## src/hdl/assert_macros.svh

```systemverilog
// Assertion macros shared by the vector unpack expander RTL.
`ifndef ASSERT_MACROS_SVH
`define ASSERT_MACROS_SVH

// Same-cycle implication, disabled while reset is held.
`define ASSERT_IMP(lbl, clk, rst_n, ante, cons) \
    lbl: assert property (@(posedge clk) disable iff (!rst_n) (ante) |-> (cons)) \
        else $error("same-cycle implication failed");

// Next-cycle implication, disabled while reset is held.
`define ASSERT_NXT(lbl, clk, rst_n, ante, cons) \
    lbl: assert property (@(posedge clk) disable iff (!rst_n) (ante) |=> (cons)) \
        else $error("next-cycle implication failed");

`endif

```

## src/hdl/vue_pkg.sv

```systemverilog
// Types and codes shared by the vector unpack expander modules.
package vue_pkg;

    typedef enum logic [1:0] {
        SZ_32    = 2'd0,
        SZ_16    = 2'd1,
        SZ_8     = 2'd2,
        SZ_COLOR = 2'd3
    } t_elem_size;

    typedef enum logic [1:0] {
        CNT_S  = 2'd0,
        CNT_V2 = 2'd1,
        CNT_V3 = 2'd2,
        CNT_V4 = 2'd3
    } t_vec_count;

    typedef logic [3:0][31:0] t_words;

    typedef struct packed {
        logic [3:0]  operation;
        logic        zero_extend;
        logic [31:0] src_word0;
        logic [31:0] src_word1;
        logic [31:0] src_word2;
        logic [31:0] src_word3;
    } t_in_req;

    typedef struct packed {
        logic [31:0] lane_x;
        logic [31:0] lane_y;
        logic [31:0] lane_z;
        logic [31:0] lane_w;
        logic        bad_format;
    } t_out_req;

endpackage

```

## src/hdl/vue_in_if.sv

```systemverilog
// Source request channel of the vector unpack expander.
interface vue_in_if;
    import vue_pkg::*;

    logic    valid;
    logic    ready;
    t_in_req req;

    modport source (output valid, output req, input ready);
    modport sink (input valid, input req, output ready);
endinterface

```

## src/hdl/vue_out_if.sv

```systemverilog
// Result request channel of the vector unpack expander.
interface vue_out_if;
    import vue_pkg::*;

    logic     valid;
    logic     ready;
    t_out_req req;

    modport source (output valid, output req, input ready);
    modport sink (input valid, input req, output ready);
endinterface

```

## src/hdl/vue_lane.sv

```systemverilog
// One unpack lane: extracts and extends the source element for its lane index.
module vue_lane (
    input  logic [1:0]          i_lane_idx,
    input  vue_pkg::t_elem_size i_size,
    input  logic                i_zero_extend,
    input  vue_pkg::t_words     i_words,
    output logic [31:0]         o_elem
);
    import vue_pkg::*;

    logic [31:0] half_src;
    logic [15:0] half_val;
    logic [7:0]  byte_val;
    logic [15:0] color;
    logic [7:0]  chan_val;

    always_comb begin
        half_src = i_words[{1'b0, i_lane_idx[1]}];
        half_val = i_lane_idx[0] ? half_src[31:16] : half_src[15:0];
        byte_val = i_words[0][{i_lane_idx, 3'b000} +: 8];
        color    = i_words[0][15:0];
        case (i_lane_idx)
            2'd0:    chan_val = {color[4:0], 3'b000};
            2'd1:    chan_val = {color[9:5], 3'b000};
            2'd2:    chan_val = {color[14:10], 3'b000};
            default: chan_val = {color[15], 7'b0000000};
        endcase
        case (i_size)
            SZ_32:   o_elem = i_words[i_lane_idx];
            SZ_16:   o_elem = {{16{half_val[15] & ~i_zero_extend}}, half_val};
            SZ_8:    o_elem = {{24{byte_val[7] & ~i_zero_extend}}, byte_val};
            default: o_elem = {24'd0, chan_val};
        endcase
    end
endmodule

```

## src/hdl/vue_merge.sv

```systemverilog
// Merge stage: places lane elements by vector count or flags bad format.
module vue_merge (
    input  logic [3:0]        i_operation,
    input  logic [3:0][31:0]  i_elems,
    output vue_pkg::t_out_req o_res
);
    import vue_pkg::*;

    t_elem_size size;
    t_vec_count count;

    always_comb begin
        size  = t_elem_size'(i_operation[1:0]);
        count = t_vec_count'(i_operation[3:2]);
        o_res = '0;
        if (size == SZ_COLOR && count != CNT_V4) begin
            o_res.bad_format = 1'b1;
        end else begin
            case (count)
                CNT_S: begin
                    o_res.lane_x = i_elems[0];
                    o_res.lane_y = i_elems[0];
                    o_res.lane_z = i_elems[0];
                    o_res.lane_w = i_elems[0];
                end
                CNT_V2: begin
                    o_res.lane_x = i_elems[0];
                    o_res.lane_y = i_elems[1];
                    o_res.lane_z = i_elems[0];
                    o_res.lane_w = (size == SZ_32) ? 32'd0 : i_elems[1];
                end
                CNT_V3: begin
                    o_res.lane_x = i_elems[0];
                    o_res.lane_y = i_elems[1];
                    o_res.lane_z = i_elems[2];
                end
                default: begin
                    o_res.lane_x = i_elems[0];
                    o_res.lane_y = i_elems[1];
                    o_res.lane_z = i_elems[2];
                    o_res.lane_w = i_elems[3];
                end
            endcase
        end
    end
endmodule

```

## src/hdl/vue_skid.sv

```systemverilog
// Output register with a skid stage so that a new request is taken during a stall.
module vue_skid (
    input  logic              i_clk,
    input  logic              i_rst_n,
    input  logic              i_valid,
    output logic              o_ready,
    input  vue_pkg::t_out_req i_res,
    output logic              o_valid,
    input  logic              i_ready,
    output vue_pkg::t_out_req o_res
);
    import vue_pkg::*;

    `include "assert_macros.svh"

    logic     r_out_valid, n_out_valid;
    logic     r_skid_valid, n_skid_valid;
    t_out_req r_out, n_out;
    t_out_req r_skid, n_skid;
    logic     in_fire;
    logic     out_free;

    assign o_ready = !r_skid_valid;
    assign o_valid = r_out_valid;
    assign o_res   = r_out;

    always_comb begin
        in_fire      = i_valid && !r_skid_valid;
        out_free     = !r_out_valid || i_ready;
        n_out_valid  = r_out_valid;
        n_skid_valid = r_skid_valid;
        n_out        = r_out;
        n_skid       = r_skid;
        if (out_free) begin
            n_out_valid  = r_skid_valid || in_fire;
            n_out        = r_skid_valid ? r_skid : i_res;
            n_skid_valid = 1'b0;
        end else if (in_fire) begin
            n_skid_valid = 1'b1;
            n_skid       = i_res;
        end
    end

    always_ff @(posedge i_clk) begin
        if (!i_rst_n) begin
            r_out_valid  <= 1'b0;
            r_skid_valid <= 1'b0;
        end else begin
            r_out_valid  <= n_out_valid;
            r_skid_valid <= n_skid_valid;
        end
        r_out  <= n_out;
        r_skid <= n_skid;
    end

    `ASSERT_IMP(a_skid_behind_out, i_clk, i_rst_n, r_skid_valid, r_out_valid)
    `ASSERT_NXT(a_stall_fills_skid, i_clk, i_rst_n, in_fire && r_out_valid && !i_ready,
        r_skid_valid && r_out_valid)
    `ASSERT_NXT(a_drain_moves_skid, i_clk, i_rst_n, r_skid_valid && i_ready,
        r_out_valid && !r_skid_valid && r_out == $past(r_skid))
endmodule

```

## src/hdl/vector_unpack_expander.sv

```systemverilog
// Top level of the vector unpack expander: four unpack lanes, merge and output buffer.
//
// Usage: each source request on i_src carries a 4-bit unpack format, a
// zero-extend flag and 128 source bits in four little-endian words. The
// block answers every source request with exactly one result request on
// o_res holding four 32-bit lanes and a bad-format flag.
// A request accepted at a clock edge is taken into the output register, or into the
// skid register while the receiver stalls. Throughput is one request per cycle while
// o_res.ready stays high; the four lanes and the merge stage are combinational, and
// the only storage is the output register and its one-entry skid register.
// When the receiver stalls, the result waits in the output register and one
// further source request is still taken into the skid register; i_src.ready
// falls only while the skid register is full.
// Reset empties both registers; the block holds no other state.
module vector_unpack_expander (
    input  logic      i_clk,
    input  logic      i_rst_n,
    vue_in_if.sink    i_src,
    vue_out_if.source o_res
);
    import vue_pkg::*;

    `include "assert_macros.svh"

    t_words           words;
    t_elem_size       size;
    logic [3:0][31:0] elems;
    t_out_req         merged;

    assign words = {i_src.req.src_word3, i_src.req.src_word2,
                    i_src.req.src_word1, i_src.req.src_word0};
    assign size  = t_elem_size'(i_src.req.operation[1:0]);

    for (genvar g = 0; g < 4; g++) begin : g_lane
        vue_lane u_lane (
            .i_lane_idx    (2'(g)),
            .i_size        (size),
            .i_zero_extend (i_src.req.zero_extend),
            .i_words       (words),
            .o_elem        (elems[g])
        );
    end

    vue_merge u_merge (
        .i_operation (i_src.req.operation),
        .i_elems     (elems),
        .o_res       (merged)
    );

    vue_skid u_skid (
        .i_clk   (i_clk),
        .i_rst_n (i_rst_n),
        .i_valid (i_src.valid),
        .o_ready (i_src.ready),
        .i_res   (merged),
        .o_valid (o_res.valid),
        .i_ready (o_res.ready),
        .o_res   (o_res.req)
    );

    `ASSERT_IMP(a_bad_lanes_zero, i_clk, i_rst_n, merged.bad_format,
        merged.lane_x == 32'd0 && merged.lane_y == 32'd0 &&
        merged.lane_z == 32'd0 && merged.lane_w == 32'd0)
    `ASSERT_IMP(a_bad_only_invalid, i_clk, i_rst_n, merged.bad_format,
        size == SZ_COLOR && i_src.req.operation[3:2] != CNT_V4)
    `ASSERT_NXT(a_accept_gives_result, i_clk, i_rst_n, i_src.valid && i_src.ready,
        o_res.valid)
endmodule

```

## src/flat_wrapper.sv

```systemverilog
// flat-port wrapper written by rule: the top's interface ports become plain ports
module vector_unpack_expander_flat import vue_pkg::*;
  (i_clk, i_rst_n, i_src_valid, i_src_req, i_src_ready, o_res_valid, o_res_req, o_res_ready);
  vue_in_if i_src_i ();
  vue_out_if o_res_i ();
  input  logic i_clk;
  input  logic i_rst_n;
  input wire logic [$bits(i_src_i.valid)-1:0] i_src_valid;
  input wire logic [$bits(i_src_i.req)-1:0] i_src_req;
  output wire logic [$bits(i_src_i.ready)-1:0] i_src_ready;
  output wire logic [$bits(o_res_i.valid)-1:0] o_res_valid;
  output wire logic [$bits(o_res_i.req)-1:0] o_res_req;
  input wire logic [$bits(o_res_i.ready)-1:0] o_res_ready;
  assign i_src_i.valid = i_src_valid;
  assign i_src_i.req = i_src_req;
  assign i_src_ready = i_src_i.ready;
  assign o_res_valid = o_res_i.valid;
  assign o_res_req = o_res_i.req;
  assign o_res_i.ready = o_res_ready;
  vector_unpack_expander u_core (.i_clk(i_clk), .i_rst_n(i_rst_n), .i_src(i_src_i), .o_res(o_res_i));
endmodule
```

## config.mk

```make
export PLATFORM = sky130hd
export DESIGN_NAME = vector_unpack_expander_flat
export DESIGN_NICKNAME = d
export VERILOG_FILES = /design/src/hdl/vue_pkg.sv /design/src/hdl/vue_in_if.sv /design/src/hdl/vue_out_if.sv /design/src/hdl/vue_lane.sv /design/src/hdl/vue_merge.sv /design/src/hdl/vue_skid.sv /design/src/hdl/vector_unpack_expander.sv /design/src/flat_wrapper.sv
export VERILOG_INCLUDE_DIRS = /design/src /design/src/hdl
export SDC_FILE = /design/constraint.sdc
export NUM_CORES = 1
export LEC_CHECK = 0
export ABC_AREA = 1
export BUFFER_PORTS_ARGS = -buffer_cell sky130_fd_sc_hd__buf_2
export CORE_MARGIN = 4
export CORE_UTILIZATION = 25
export DETAILED_ROUTE_END_ITERATION = 16
export GPL_TIMING_DRIVEN = 0
export SLEW_MARGIN = 20
export SYNTH_ARGS = -nofsm -noshare
export SYNTH_HDL_FRONTEND = slang
export SYNTH_HIERARCHICAL = 1
export SYNTH_SLANG_ARGS = --single-unit
export TNS_END_PERCENT = 1
```

## constraint.sdc

```tcl
create_clock -name i_clk -period 10.9 [get_ports i_clk]
set_input_delay 2.18 -clock i_clk [delete_from_list [all_inputs] [get_ports i_clk]]
set_output_delay 2.18 -clock i_clk [all_outputs]
set_load 0.01 [all_outputs]
```

-- Word level (Yosys, flattened, before mapping)
Index checks and enable logic that the tools add are counted.
W data, S select, Z words.
- bits in writable memories: 0
- logic and storage cells: 47
- latch bits: 0
- bits of input ports: 137
- memories kept: 0
- bits in registers: 260
- memory bits (read-only): 0
- reduce and logical (&&, ||, !) cells: 10
- order comparisons: 0
- multipliers: 0
- bitwise gates (word level): 9
- divide/modulo/power cells: 0
- add/subtract/negate cells: 0
- equality and inequality tests: 6
- muxes and demuxes: 10
- shift-type cells: 0
- operator list (cell ; count):
    $pmux W32 S3 ; 5
    $mux W129 ; 1
    $mux W128 ; 1
    $pmux W64 S2 ; 1
    $mux W32 ; 1
    $and A1 B1 Y1 ; 6
    $eq A2 B2 Y1 const B ; 3
    $eq A2 B1 Y1 const B ; 2
    $logic_not A2 Y1 ; 2
    $not A1 Y1 ; 3
    $logic_and A1 B1 Y1 ; 2
    $logic_not A1 Y1 ; 2
    $logic_or A1 B1 Y1 ; 2
    $ne A2 B2 Y1 const B ; 1
    $reduce_and A2 Y1 ; 1
    $reduce_or A2 Y1 ; 1
    $mux W1 ; 1

-- Logic depth before layout (Yosys ltp)
- word-level depth: 7
- mapped depth: 15

-- Hierarchy
Netlist, hierarchy kept.
- by module, submodules not included (module ; area each (µm²) ; instances ; cells each):
    vue_skid ; 9515.4 ; 1 ; 686
    vue_lane ; 2039.5 ; 4 ; 476
    vue_merge ; 2205.9 ; 1 ; 530
    vector_unpack_expander ; 7.5 ; 1 ; 2

-- Least setup slack after synthesis
No wires, ideal clock.
- path type: in2reg
- start: input o_res_ready
- end: register u_core/u_skid/r_skid[0] in the netlist's numbering (enable)
- arrival: 10.331 ns
- path slack: -0.648 ns
- data required time: 9.683 ns
- buffers on the path: 0
- stages: 3
- cells stage by stage: inv_1 nand2_1 nor2_1
- cells in the longest elaborated chain, start to end: 3
- ends and longest elaborated chain (item ; line ; source):
    start: declaration ; flat_wrapper.sv:13 ; input wire logic [$bits(o_res_i.ready)-1:0] o_res_ready;
    $logic_or A1 B1 Y1 ; vue_skid.sv:29 ; out_free = !r_out_valid || i_ready;
    named net u_core.u_skid.out_free ; vue_skid.sv:21 ; logic out_free;
    $not A1 Y1 (no line) ; - ;
    $reduce_and A2 Y1 (no line) ; - ;
    end signal: assignment ; vue_skid.sv:53 ; r_skid <= n_skid;
    end: declaration ; vue_skid.sv:19 ; t_out_req r_skid, n_skid;
The timed path passes the listed nets, and every way through them passes these cells.
A chain may end at the register's enable or synchronous reset.

==> flow_summary.ini <==
[outcome]
status = completed

[grt]
first_global_vias = 22232
grt.overflow.total = 0
antenna_found_initial = 35
grt_pass1_wl_mm = 159
track_usage = 0.256
grt_max_degree = 88

[logic_synthesis]
syn_inst = 3122
ys_types = 20
ys.warnings.count = 6
ys_ff_latch = 260
netlist_area_sq_mm = 0.0199
postSynthAreaPerCell_sq_um = 6.37
yosysSeqAreaShare = 0.392

[final_layout]
area_delta_synth_final_pct = 19.2
drive_above_1_share = 0.147
finalInstanceArea_sq_mm = 0.0237
post-route-util = 0.301
stdcell_count = 4535
fin_nets = 3590

[cts]
cts_root_buffer = clkbuf_16
cts_tree = yes
cts_setup_buffers = 0
cts-hold-fix-buffers = 0
clk_pin_slew_ns = 0.07
clock_latency_ns = 0.55
cts.sinks = 260
cts.repair.resized = 0
cts_max_level = 1
cts_buffers = 27
cts_buffer_depth = 3

[timing]
post-route-min-period_ns = 4.93
fin_crit_sh = 0.452
timing.fmax_mhz = 203
finClkSkew_ns = 0.00938
hold_violations = 0
slew_headroom = 0.378
worstMarginPinSlew_ns = 0.933
setup_viol = 0
rsz0062_at_grt = no
finalMaxSlewViolations = 0
hold_slack_ns = 0.510

[floorplanning]
fp-row-count = 103
die_h_um = 290
start_util = 0.252
ios = 268
die-area_sq_mm = 0.0841
dieWidth_um = 290
core_sq_mm = 0.0789

[critical_path]
crit_type = input port to register
crit_arrival_ns = 5.22
required_ns = 11.19
cp-end-kind = register
cp_max_fo = 18
cp-start-kind = input port

[placement]
gp_congestion = 1.04
dp_hpwl_mm = 86.9
place_inst = 4474
placed_area_sq_mm = 0.0228
io_buffers = 266

[job]
max_cap_viol_count = 0

[power]
p_per_area_mw_per_mm2 = 126
total_power_mw = 2.99
ir_worst_vdd_mv = 0.0916
cellLeakagePower_nw = 11.5

[routing]
wl_per_cell_um = 25.0
dr_total_vias = 23789
postRouteAntennaNets = 0
drtIter0Drc = 2897
drt_pass1_iterations = 7
drc = 0
viasPerCell = 5.25
wl_mm = 113

[min_path]
hold_class = register to register
==> critical path, stage by stage <==
cell and delay [ns]:
buf_2 0.52, nor2_1 0.35, clkbuf_1 0.45, nand2_1 0.18, nand4_1 0.48, nand2_1 0.27
nand2_1 0.08, nor2_1 0.40, nor2_1 0.11, nand2_1 0.09, nand2_1 0.07
==> power breakdown <==
| group | internal (mW) | total (mW) | switching [mW] |
|---|---|---|---|
| sequential | 1.20 | 1.22 | 0.0207 |
| combinational | 0.233 | 0.851 | 0.618 |
| clock | 0.528 | 0.915 | 0.387 |
==> layout make-up <==
cell class,instances,area [sq um]
clock inverters,17,180
diodes,13,32.5
flip-flops and latches,260,7790
multi-input cells,2587,10700
clock buffers,31,691
fillers,8983,55200
inverters,101,382
well taps,1050,1310
plain buffers,204,1130
repair buffers,272,1470
==> logic make-up (layout without fill, tap and decap cells) <==
| logic type | Yosys count | after routing | synth area share |
|---|---|---|---|
| simple gates | 2474 | 2474 | 0.512 |
| buf+inv | 305 | 625 | 0.0761 |
| other cells | 2 | 45 | 0.000378 |
| flops | 260 | 260 | 0.392 |
| compound gates | 81 | 81 | 0.0204 |
==> worst paths after layout <==
| kind | cells past startpoint | from | slack [ns] | endpoint |
|---|---|---|---|---|
| worst max-delay path | 11 | i_src_req[130] | 5.97 | u_core/u_skid/o_res[5] |
| worst min-delay path | 2 | u_core/u_skid/r_skid[55] | 0.51 | u_core/u_skid/o_res[55] |
| worst max register to register | 6 | u_core/u_skid/o_valid | 8.33 | u_core/u_skid/r_skid[100] |
| worst min register to register | 2 | u_core/u_skid/r_skid[55] | 0.51 | u_core/u_skid/o_res[55] |
==> placed cells by master (no fill, tap or decap) <==
cell type / netlist / routed
buf_16: 0 / 3
edfxtp_1: 258 / 258
clkinv_2: 0 / 6
buf_12: 0 / 3
buf_6: 10 / 10
o21ai_0: 41 / 41
o21ai_1: 4 / 4
inv_1: 87 / 87
nand4_1: 180 / 180
nor2_4: 0 / 1
nand3_2: 5 / 5
bufinv_16: 0 / 3
a21oi_1: 36 / 36
buf_1: 7 / 7
dfxtp_1: 2 / 2
nand2_8: 0 / 1
conb_1: 2 / 32
diode_2: 0 / 13
clkbuf_1: 38 / 42
buf_2: 107 / 373
inv_2: 13 / 13
clkbuf_16: 0 / 27
nand3_1: 289 / 289
nor2_2: 17 / 17
nand2_1: 1843 / 1842
clkinv_1: 0 / 2
inv_4: 1 / 1
buf_4: 42 / 42
nor2_1: 140 / 139
clkinv_4: 0 / 5
inv_6: 0 / 1
==> routing by layer <==
layer,vias to the layer above,GRT usage,share of wire
met3,278,0.0652,0.12
met5,-,0,0.0015
met2,1459,0.369,0.41
met4,28,0.122,0.056
met1,11232,0.355,0.42
li1,10792,-,-
==> synthesized netlist by cell type <==
| cell | n | share of area |
|---|---|---|
| inv_4 | 1 | 0.00031 |
| dfxtp_1 | 2 | 0.0020 |
| nand4_1 | 180 | 0.057 |
| nand3_2 | 5 | 0.0025 |
| edfxtp_1 | 258 | 0.39 |
| nand3_1 | 289 | 0.073 |
| conb_1 | 2 | 0.00038 |
| o21ai_1 | 4 | 0.0010 |
| nor2_1 | 140 | 0.026 |
| a21oi_1 | 36 | 0.0091 |
| nor2_2 | 17 | 0.0053 |
| buf_4 | 42 | 0.016 |
| clkbuf_1 | 38 | 0.0072 |
| buf_1 | 7 | 0.0013 |
| inv_2 | 13 | 0.0025 |
| o21ai_0 | 41 | 0.010 |
| buf_2 | 107 | 0.027 |
| buf_6 | 10 | 0.0057 |
| nand2_1 | 1843 | 0.35 |
| inv_1 | 87 | 0.016 |
==> registers in the layout, summed over array words and instances (netlist names) <==
| name | count |
|---|---|
| u_core/u_skid/r_skid | 129 |
| u_core/u_skid/o_res | 129 |
| u_core/u_skid/o_valid | 1 |
| u_core/u_skid/r_skid_valid | 1 |
==> metrics by stage <==
step	setup WS, ns	setup TNS, ns
floorplan	0.900	0
global placement	-2.81	-357.04
detailed placement	5.66	0
CTS	6.24	0
global route	6.06	0
finish	5.97	0
Note: power is estimated with default switching activity, not from simulation.
